==> config.mk <==
export PLATFORM = sky130hd
export DESIGN_NAME = msf_controller
export DESIGN_NICKNAME = d
export VERILOG_FILES = /design/src/hdl/msf_pkg.sv /design/src/hdl/msf_controller.sv
export VERILOG_INCLUDE_DIRS = /design/src /design/src/hdl
export SDC_FILE = /design/constraint.sdc
export NUM_CORES = 1
export LEC_CHECK = 0
export ABC_CLOCK_PERIOD_IN_PS = 2500
export BUFFER_PORTS_ARGS = -buffer_cell sky130_fd_sc_hd__buf_2
export CAP_MARGIN = 15
export CORE_MARGIN = 2
export CORE_UTILIZATION = 35
export DETAILED_ROUTE_END_ITERATION = 8
export PLACE_DENSITY = 0.69
export SLEW_MARGIN = 20
export SYNTH_ARGS = -nofsm -noshare
export SYNTH_HDL_FRONTEND = slang
export SYNTH_SLANG_ARGS = --single-unit
export TNS_END_PERCENT = 30
==> constraint.sdc <==
create_clock -name clk -period 2.5 [get_ports clk]
set_clock_uncertainty 0.05 [all_clocks]
set_input_delay 0.25 -clock clk [delete_from_list [all_inputs] [get_ports clk]]
set_output_delay 0.25 -clock clk [all_outputs]
set_load 0.03 [all_outputs]
==> src/hdl/mixed_objective_skyline_filter_defines.svh <==
// ----------------------------------------------------------------------------
// skyline filter assertion macros
// shared concurrent assertion forms for the skyline filter
// ----------------------------------------------------------------------------
`ifndef MIXED_OBJECTIVE_SKYLINE_FILTER_DEFINES_SVH
`define MIXED_OBJECTIVE_SKYLINE_FILTER_DEFINES_SVH

// implication checked on every edge outside reset
`define SKY_ASSERT_IMP(label, clk, rst_n, ante, cons, msg) \
	label: assert property (@(posedge clk) disable iff (!rst_n) (ante) |-> (cons)) \
		else $error(msg);

// next-cycle implication checked outside reset
`define SKY_ASSERT_NEXT(label, clk, rst_n, ante, cons, msg) \
	label: assert property (@(posedge clk) disable iff (!rst_n) (ante) |=> (cons)) \
		else $error(msg);

`endif

==> src/hdl/msf_pkg.sv <==
// ----------------------------------------------------------------------------
// skyline filter package
// shared widths, codes and command/status structs
// ----------------------------------------------------------------------------
package msf_pkg;
	localparam int SKY_DEPTH = 64;
	localparam int AW = $clog2(SKY_DEPTH);
	localparam int CW = $clog2(SKY_DEPTH + 1);
	localparam int OCW = 7;

	localparam logic [1:0] CMD_INSERT = 2'd0;
	localparam logic [1:0] CMD_DUMP   = 2'd1;
	localparam logic [1:0] CMD_CLEAR  = 2'd2;
	localparam logic [1:0] CMD_NONE   = 2'd3;

	localparam logic [2:0] ST_ACCEPTED  = 3'd0;
	localparam logic [2:0] ST_DOMINATED = 3'd1;
	localparam logic [2:0] ST_FULL      = 3'd2;
	localparam logic [2:0] ST_DUMPED    = 3'd3;
	localparam logic [2:0] ST_EMPTY     = 3'd4;

	localparam logic [0:0] REG_MAX_DIMS = 1'd0;
	localparam logic [0:0] REG_MIN_DIMS = 1'd1;

	// controller to datapath
	typedef struct packed {
		logic       load;      // latch new vector, reset scan pointers
		logic       check;     // compare entry at read pointer for coverage only
		logic       rescan;    // restart read pointers at entry zero
		logic       scan;      // compare entry at read pointer, compact
		logic       append;    // write new vector at write pointer
		logic       commit;    // entry count <= write pointer
		logic       clear;     // entry count <= 0
		logic       rd_next;   // advance read pointer (dump)
	} dp_cmd_t;

	// datapath to controller
	typedef struct packed {
		logic       scan_done;  // read pointer reached entry count
		logic       covered;    // a stored entry covers the new vector
		logic       rd_valid;   // registered read data valid
		logic       empty;      // entry count is zero
		logic       full;       // write pointer at depth
		logic       rd_last;    // entry being read is the last one
	} dp_sts_t;
endpackage

==> src/hdl/msf_controller.sv <==
// ----------------------------------------------------------------------------
// skyline controller
// sequences insert scan, dump and clear and drives the result strobe
// ----------------------------------------------------------------------------
`include "mixed_objective_skyline_filter_defines.svh"
module msf_controller
	import msf_pkg::*;
(
	input  logic       clk,
	input  logic       arst_n,
	input  logic       start,
	input  logic [1:0] command,
	input  dp_sts_t    sts,
	output dp_cmd_t    cmd,
	output logic       busy,
	output logic       done,
	output logic [2:0] status,
	output logic       is_dump,
	output logic       last
);
	localparam logic [2:0] S_IDLE   = 3'd0;
	localparam logic [2:0] S_SCAN   = 3'd1;
	localparam logic [2:0] S_FINISH = 3'd2;
	localparam logic [2:0] S_DUMP   = 3'd3;
	localparam logic [2:0] S_WAIT   = 3'd4;
	localparam logic [2:0] S_CHECK  = 3'd5;

	logic [2:0] state_q, state_d;
	logic       done_d, last_d, dump_d;
	logic [2:0] status_d;
	logic       done_q, last_q, dump_q;
	logic [2:0] status_q;
	logic       fire;

	assign fire = start && !busy;

	// next state and commands
	always_comb begin
		state_d = state_q;
		cmd = '0;
		done_d = 1'b0;
		last_d = 1'b1;
		dump_d = 1'b0;
		status_d = ST_ACCEPTED;
		unique case (state_q)
			S_IDLE: begin
				if (fire) begin
					if (command == CMD_INSERT) begin
						cmd.load = 1'b1;
						state_d = S_CHECK;
					end else if (command == CMD_DUMP) begin
						if (sts.empty) begin
							done_d = 1'b1;
							status_d = ST_EMPTY;
						end else begin
							cmd.load = 1'b1;
							state_d = S_DUMP;
						end
					end else if (command == CMD_CLEAR) begin
						cmd.clear = 1'b1;
						done_d = 1'b1;
						status_d = ST_EMPTY;
					end
				end
			end
			// first pass: look for a stored entry that covers the new vector
			S_CHECK: begin
				if (sts.covered) begin
					done_d = 1'b1;
					status_d = ST_DOMINATED;
					state_d = S_WAIT;
				end else if (sts.scan_done) begin
					cmd.rescan = 1'b1;
					state_d = S_SCAN;
				end else begin
					cmd.check = 1'b1;
				end
			end
			// second pass: drop covered entries and compact the rest
			S_SCAN: begin
				if (sts.scan_done) begin
					state_d = S_FINISH;
				end else begin
					cmd.scan = 1'b1;
				end
			end
			S_FINISH: begin
				done_d = 1'b1;
				state_d = S_WAIT;
				if (sts.full) begin
					cmd.commit = 1'b1;
					status_d = ST_FULL;
				end else begin
					cmd.append = 1'b1;
				end
			end
			S_DUMP: begin
				done_d = 1'b1;
				dump_d = 1'b1;
				status_d = ST_DUMPED;
				last_d = sts.rd_last;
				if (sts.rd_last) state_d = S_WAIT;
				else cmd.rd_next = 1'b1;
			end
			S_WAIT: state_d = S_IDLE;
			default: state_d = S_IDLE;
		endcase
	end

	always_ff @(posedge clk or negedge arst_n) begin
		if (!arst_n) begin
			state_q <= S_IDLE;
			done_q <= 1'b0;
			last_q <= 1'b0;
			dump_q <= 1'b0;
			status_q <= ST_ACCEPTED;
		end else begin
			state_q <= state_d;
			done_q <= done_d;
			last_q <= done_d && last_d;
			dump_q <= dump_d;
			status_q <= status_d;
		end
	end

	assign busy = (state_q != S_IDLE) || done_q;
	assign done = done_q;
	assign status = status_q;
	assign is_dump = dump_q;
	assign last = last_q;

	`SKY_ASSERT_IMP(a_no_start_busy, clk, arst_n, state_q != S_IDLE, busy,
		"busy low outside idle")
	`SKY_ASSERT_NEXT(a_scan_ends, clk, arst_n,
		(state_q == S_CHECK) && sts.covered, done_q && status_q == ST_DOMINATED,
		"dominated insert gave no result")
	`SKY_ASSERT_IMP(a_one_cmd, clk, arst_n, 1'b1, $onehot0(cmd),
		"more than one datapath command")
endmodule

======== Word-level counts from Yosys, hierarchy flattened ========
Cells that the tools add are included.
operators by class
  equal/unequal tests ..................... 12
  mux-type cells .......................... 45
  reduce and logical (&&, ||, !) cells .... 9
operators by type and width
  kind                number
  $mux 3              13
  $mux 1              25
  $pmux 3 s5          1
  $pmux 3 s4          1
  $ne 3x3->1 const B  3
  $mux 2              4
  $eq 3x2->1 const B  2
  $ne 2x2->1 const B  3
  $reduce_and 6->1    1
  $eq 3x1->1 const B  1
  $eq 3x3->1 const B  1
  $logic_not 3->1     1
  $pmux 1 s3          1
  $reduce_bool 3->1   1
  $eq 2x1->1 const B  1
  $eq 2x2->1 const B  1
  $logic_and 1x1->1   2
  $logic_not 2->1     1
  $reduce_or 2->1     1
  $logic_not 1->1     1
  $logic_or 1x1->1    1
word-level totals
  register bits after elaboration ......... 9
  output and inout bits ................... 15

======== Depth between registers and ports, before layout ========
  depth after elaboration ................. 7
  depth in mapped cells ................... 5

======== Worst setup path after synthesis ========
Ideal clock, no wire load.
  kind .................................... reg2out
  start ................................... reg done_q, in the netlist done
  end ..................................... out cmd[7] (netlist bit)
  arrival time ............................ 1.829 ns
  data required time ...................... 2.200 ns
  slack ................................... 0.371 ns
  stages on the path, launching flop included .. 4
  buffers on the path ..................... 0
  cells stage by stage .................... dfrtp_1 > or2b_4 > or3_4 > nor3_1
RTL lines
  element                   RTL line               RTL
  start: declaration        msf_controller.sv:31   logic done_q, last_q, dump_q;
  start signal: assignment  msf_controller.sv:119  done_q <= done_d;
  end: declaration          msf_controller.sv:14   output dp_cmd_t cmd,

==> reports/results.txt <==
Worst EP arrival = 1.78 ns
R2r setup slk = 0.96 ns
Final Max Tran Viols = 0
Crit Path Class = flip-flop to primary output
Worst r2r src = state_q[1]
Count of state elements after synthesis = 9
Initial core utilization = 38.74%
Max Buffers Root-to-Sink = 2
Die footprint = 0.001800 mm^2
Critical path depth = 4
Root buffer cell = clkbuf_4
Via count = 484
Chip height = 42.43 um
Status = finished, final reports clean
Synth-to-layout area growth = 33.17%
Drt total wl = 1165 um
First-pass detailed-route iteration total = 4
Die X = 42.43 um
Skew-Pair Late Insertion Delay = 0.27 ns
HPWL Detailed = 922.7 um
Final hold violation count = 0
GRT Max-Usage Layer = met2
Post-DR wirelength/cell = 12.53 um
CTS tree = yes
N_diodes = 0
Final number of setup-violating endpoints = 0
Lkg Pwr = 0.3586 nW
Global Route met3 Usage = 3.448%
Resize count post-CTS = 0
Crit-path leading delay family = simple AND/OR/NAND/NOR gates
Worst R2R Path Depth = 3
Crit-path max FO = 7
I/O Pins = 26
CTS H-tree depth = 1
Critical Path Sink Type = primary output
Distinct cells, synth = 28
Worst r2r dst = state_q[0]
Vias in the first global route = 466
Vias per cell = 5.204
Setup total negative slack = 0 ns
Sequential element share of the synthesized area = 43.58%
Startpoint types = flip-flop
Rel. slew slack = 70.44%
PwrDens = 1064 mW/mm^2
Max-capacitance violation count = 0
Initial antenna violation count = 0
Max Clk Rate = 479.8 MHz
Grt total ovfl = 0
CTS Hold Bufs = 1
Actual slew at the worst max-slew pin = 0.4433 ns
Post-layout net count = 90
Syn nets = 61
Slowest-stage cell, CP = dfrtp_1
GR Layer Usage met2 = 23.08%
Worst VDD drop = 0.0005128 V
Crit path time final = 2.084 ns
Crit-path cells = or2_4 -> or3_4 -> nor3_1 -> buf_2
DRC Markers = 0
Commonest non-fill, non-tap cell in the layout = buf_2
Worst EP required = 2.20 ns
Cell area after technology mapping = 516.7 um^2
Share of layout cells above drive strength 1 = 44.87%
Clk pin slew, worst setup/hold paths = 0.07 ns
Core area = 0.001334 mm^2
Worst setup path start = state_q[1]
Syn avg cell area = 10.33 um^2
Port Buffers = 24
GPL Wtd Cong = 0.7723
Met1 usage in global routing = 18.42%
Worst Setup EP = cmd[7]
Largest net degree at the start of global routing = 14
CP max stage delay = 0.44 ns
CP bufs+invs = 1
Cells after Synth = 50
Hold crit path type = input port to flip-flop
Antenna violation net count after detailed routing = 0
GRT Total Usage = 14.64%
CTS Buf Count = 3
Period Utilization, post-route = 83.37%
# rows = 13
Hold slack = 0.1557 ns
Syn. warnings = 0
Clk sinks = 9
Post-CTS Setup Bufs = 0
Most frequent cells in the layout = buf_2, dfrtp_1, nor2_1
First-pass GRT wire length = 1959 um
First DRT Iteration DRCs = 12
RSZ-0062 raised after global routing = false
## worst reg2reg max path, delay by kind of cell (launching register included)
kind | cells | cell delay, ns
AOI/OAI and AO/OA | 1 | 0.26
DFF | 1 | 0.44
and+or+nand+nor | 2 | 0.69
## report_power, final
group,internal [mW],switching [mW],leakage (nW)
Clock,0.0592,0.0552,0.0177
Combinational,0.150,0.228,0.221
Sequential,0.188,0.0516,0.120
## cell usage after synthesis, drive strengths merged
| library cell | n | area (um^2) |
|---|---|---|
| nor3 | 3 | 15.01 |
| o311ai | 1 | 16.27 |
| or3b | 1 | 8.760 |
| o21a | 2 | 15.01 |
| nor3b | 3 | 22.52 |
| dfrtp | 9 | 225.2 |
| nand3b | 2 | 15.01 |
| a211oi | 1 | 7.510 |
| a31o | 1 | 8.760 |
| inv | 2 | 7.510 |
| o32ai | 1 | 8.760 |
| nand2 | 2 | 7.510 |
| or2b | 1 | 11.26 |
| nor2 | 5 | 18.77 |
| or3 | 1 | 11.26 |
| and2 | 1 | 6.260 |
| and3b | 1 | 8.760 |
| a21oi | 1 | 5.000 |
| nand3 | 1 | 5.000 |
| or2 | 1 | 8.760 |
| buf | 1 | 5.000 |
| o21ai | 2 | 10.00 |
| o31ai | 1 | 7.510 |
| nand2b | 2 | 12.51 |
| a2111oi | 1 | 27.53 |
| nor2b | 3 | 21.27 |
## how the worst min path moves through the flow
stage / from / depth (start not counted) / slack, ns / endpoint
final: sts[1] / 2 / 0.16 / status[1]
after global routing: sts[0] / 2 / 0.17 / state_q[1]
after CTS: sts[1] / 2 / 0.16 / status[1]
after detailed placement: arst_n / 1 / 0.07 / is_dump
after global placement: arst_n / 1 / 0.06 / status[1]
after floorplan: arst_n / 0 / -0.1 / done
## per-stage QoR
| stage | total power [mW] | instances | worst slack (ns) | area [um^2] | util (%) |
|---|---|---|---|---|---|
| after floorplan | 0.5255 | 50 | 0.3709 | 516.7 | - |
| after global placement | 0.6171 | 88 | 0.7193 | 650.6 | 48.78 |
| after detailed placement | 0.6235 | 88 | 0.6996 | 650.6 | 48.78 |
| after CTS | 0.7427 | 93 | 0.4005 | 688.2 | 51.59 |
| after global routing | 0.7858 | 93 | 0.2750 | 688.2 | 51.59 |
| final | 0.7324 | 93 | 0.4157 | 688.2 | 51.59 |
## flip-flops by register name, summed over array words and instances (netlist names)
register  flops
last          1
done          1
is_dump       1
state_q       3
status        3
## area by class of cell
| type | instances | area [um^2] |
|---|---|---|
| clock buffer | 3 | 22.52 |
| clock inverter | 1 | 5.005 |
| fill | 133 | 645.6 |
| inverter | 2 | 7.507 |
| multi-input combinational | 38 | 279.0 |
| sequential | 9 | 225.2 |
| tap | 15 | 18.77 |
| timing repair buffer | 25 | 130.1 |
## per-layer routing
layer | part of all wire [%] | wire (um) | up-vias
li1 | - | - | 239
met1 | 43 | 503 | 222
met2 | 47 | 549 | 18
met3 | 7.0 | 82 | 5
met4 | 2.5 | 29 | 0
met5 | 0 | 0 | -
## cells by family after synthesis
logic type	synth area share [%]
flip-flops	43.58
AO/OA/AOI/OAI	20.58
AND/OR/NAND/NOR	33.41
buffers and inverters	2.421
No activity file was read; power rests on OpenSTA's default activity.
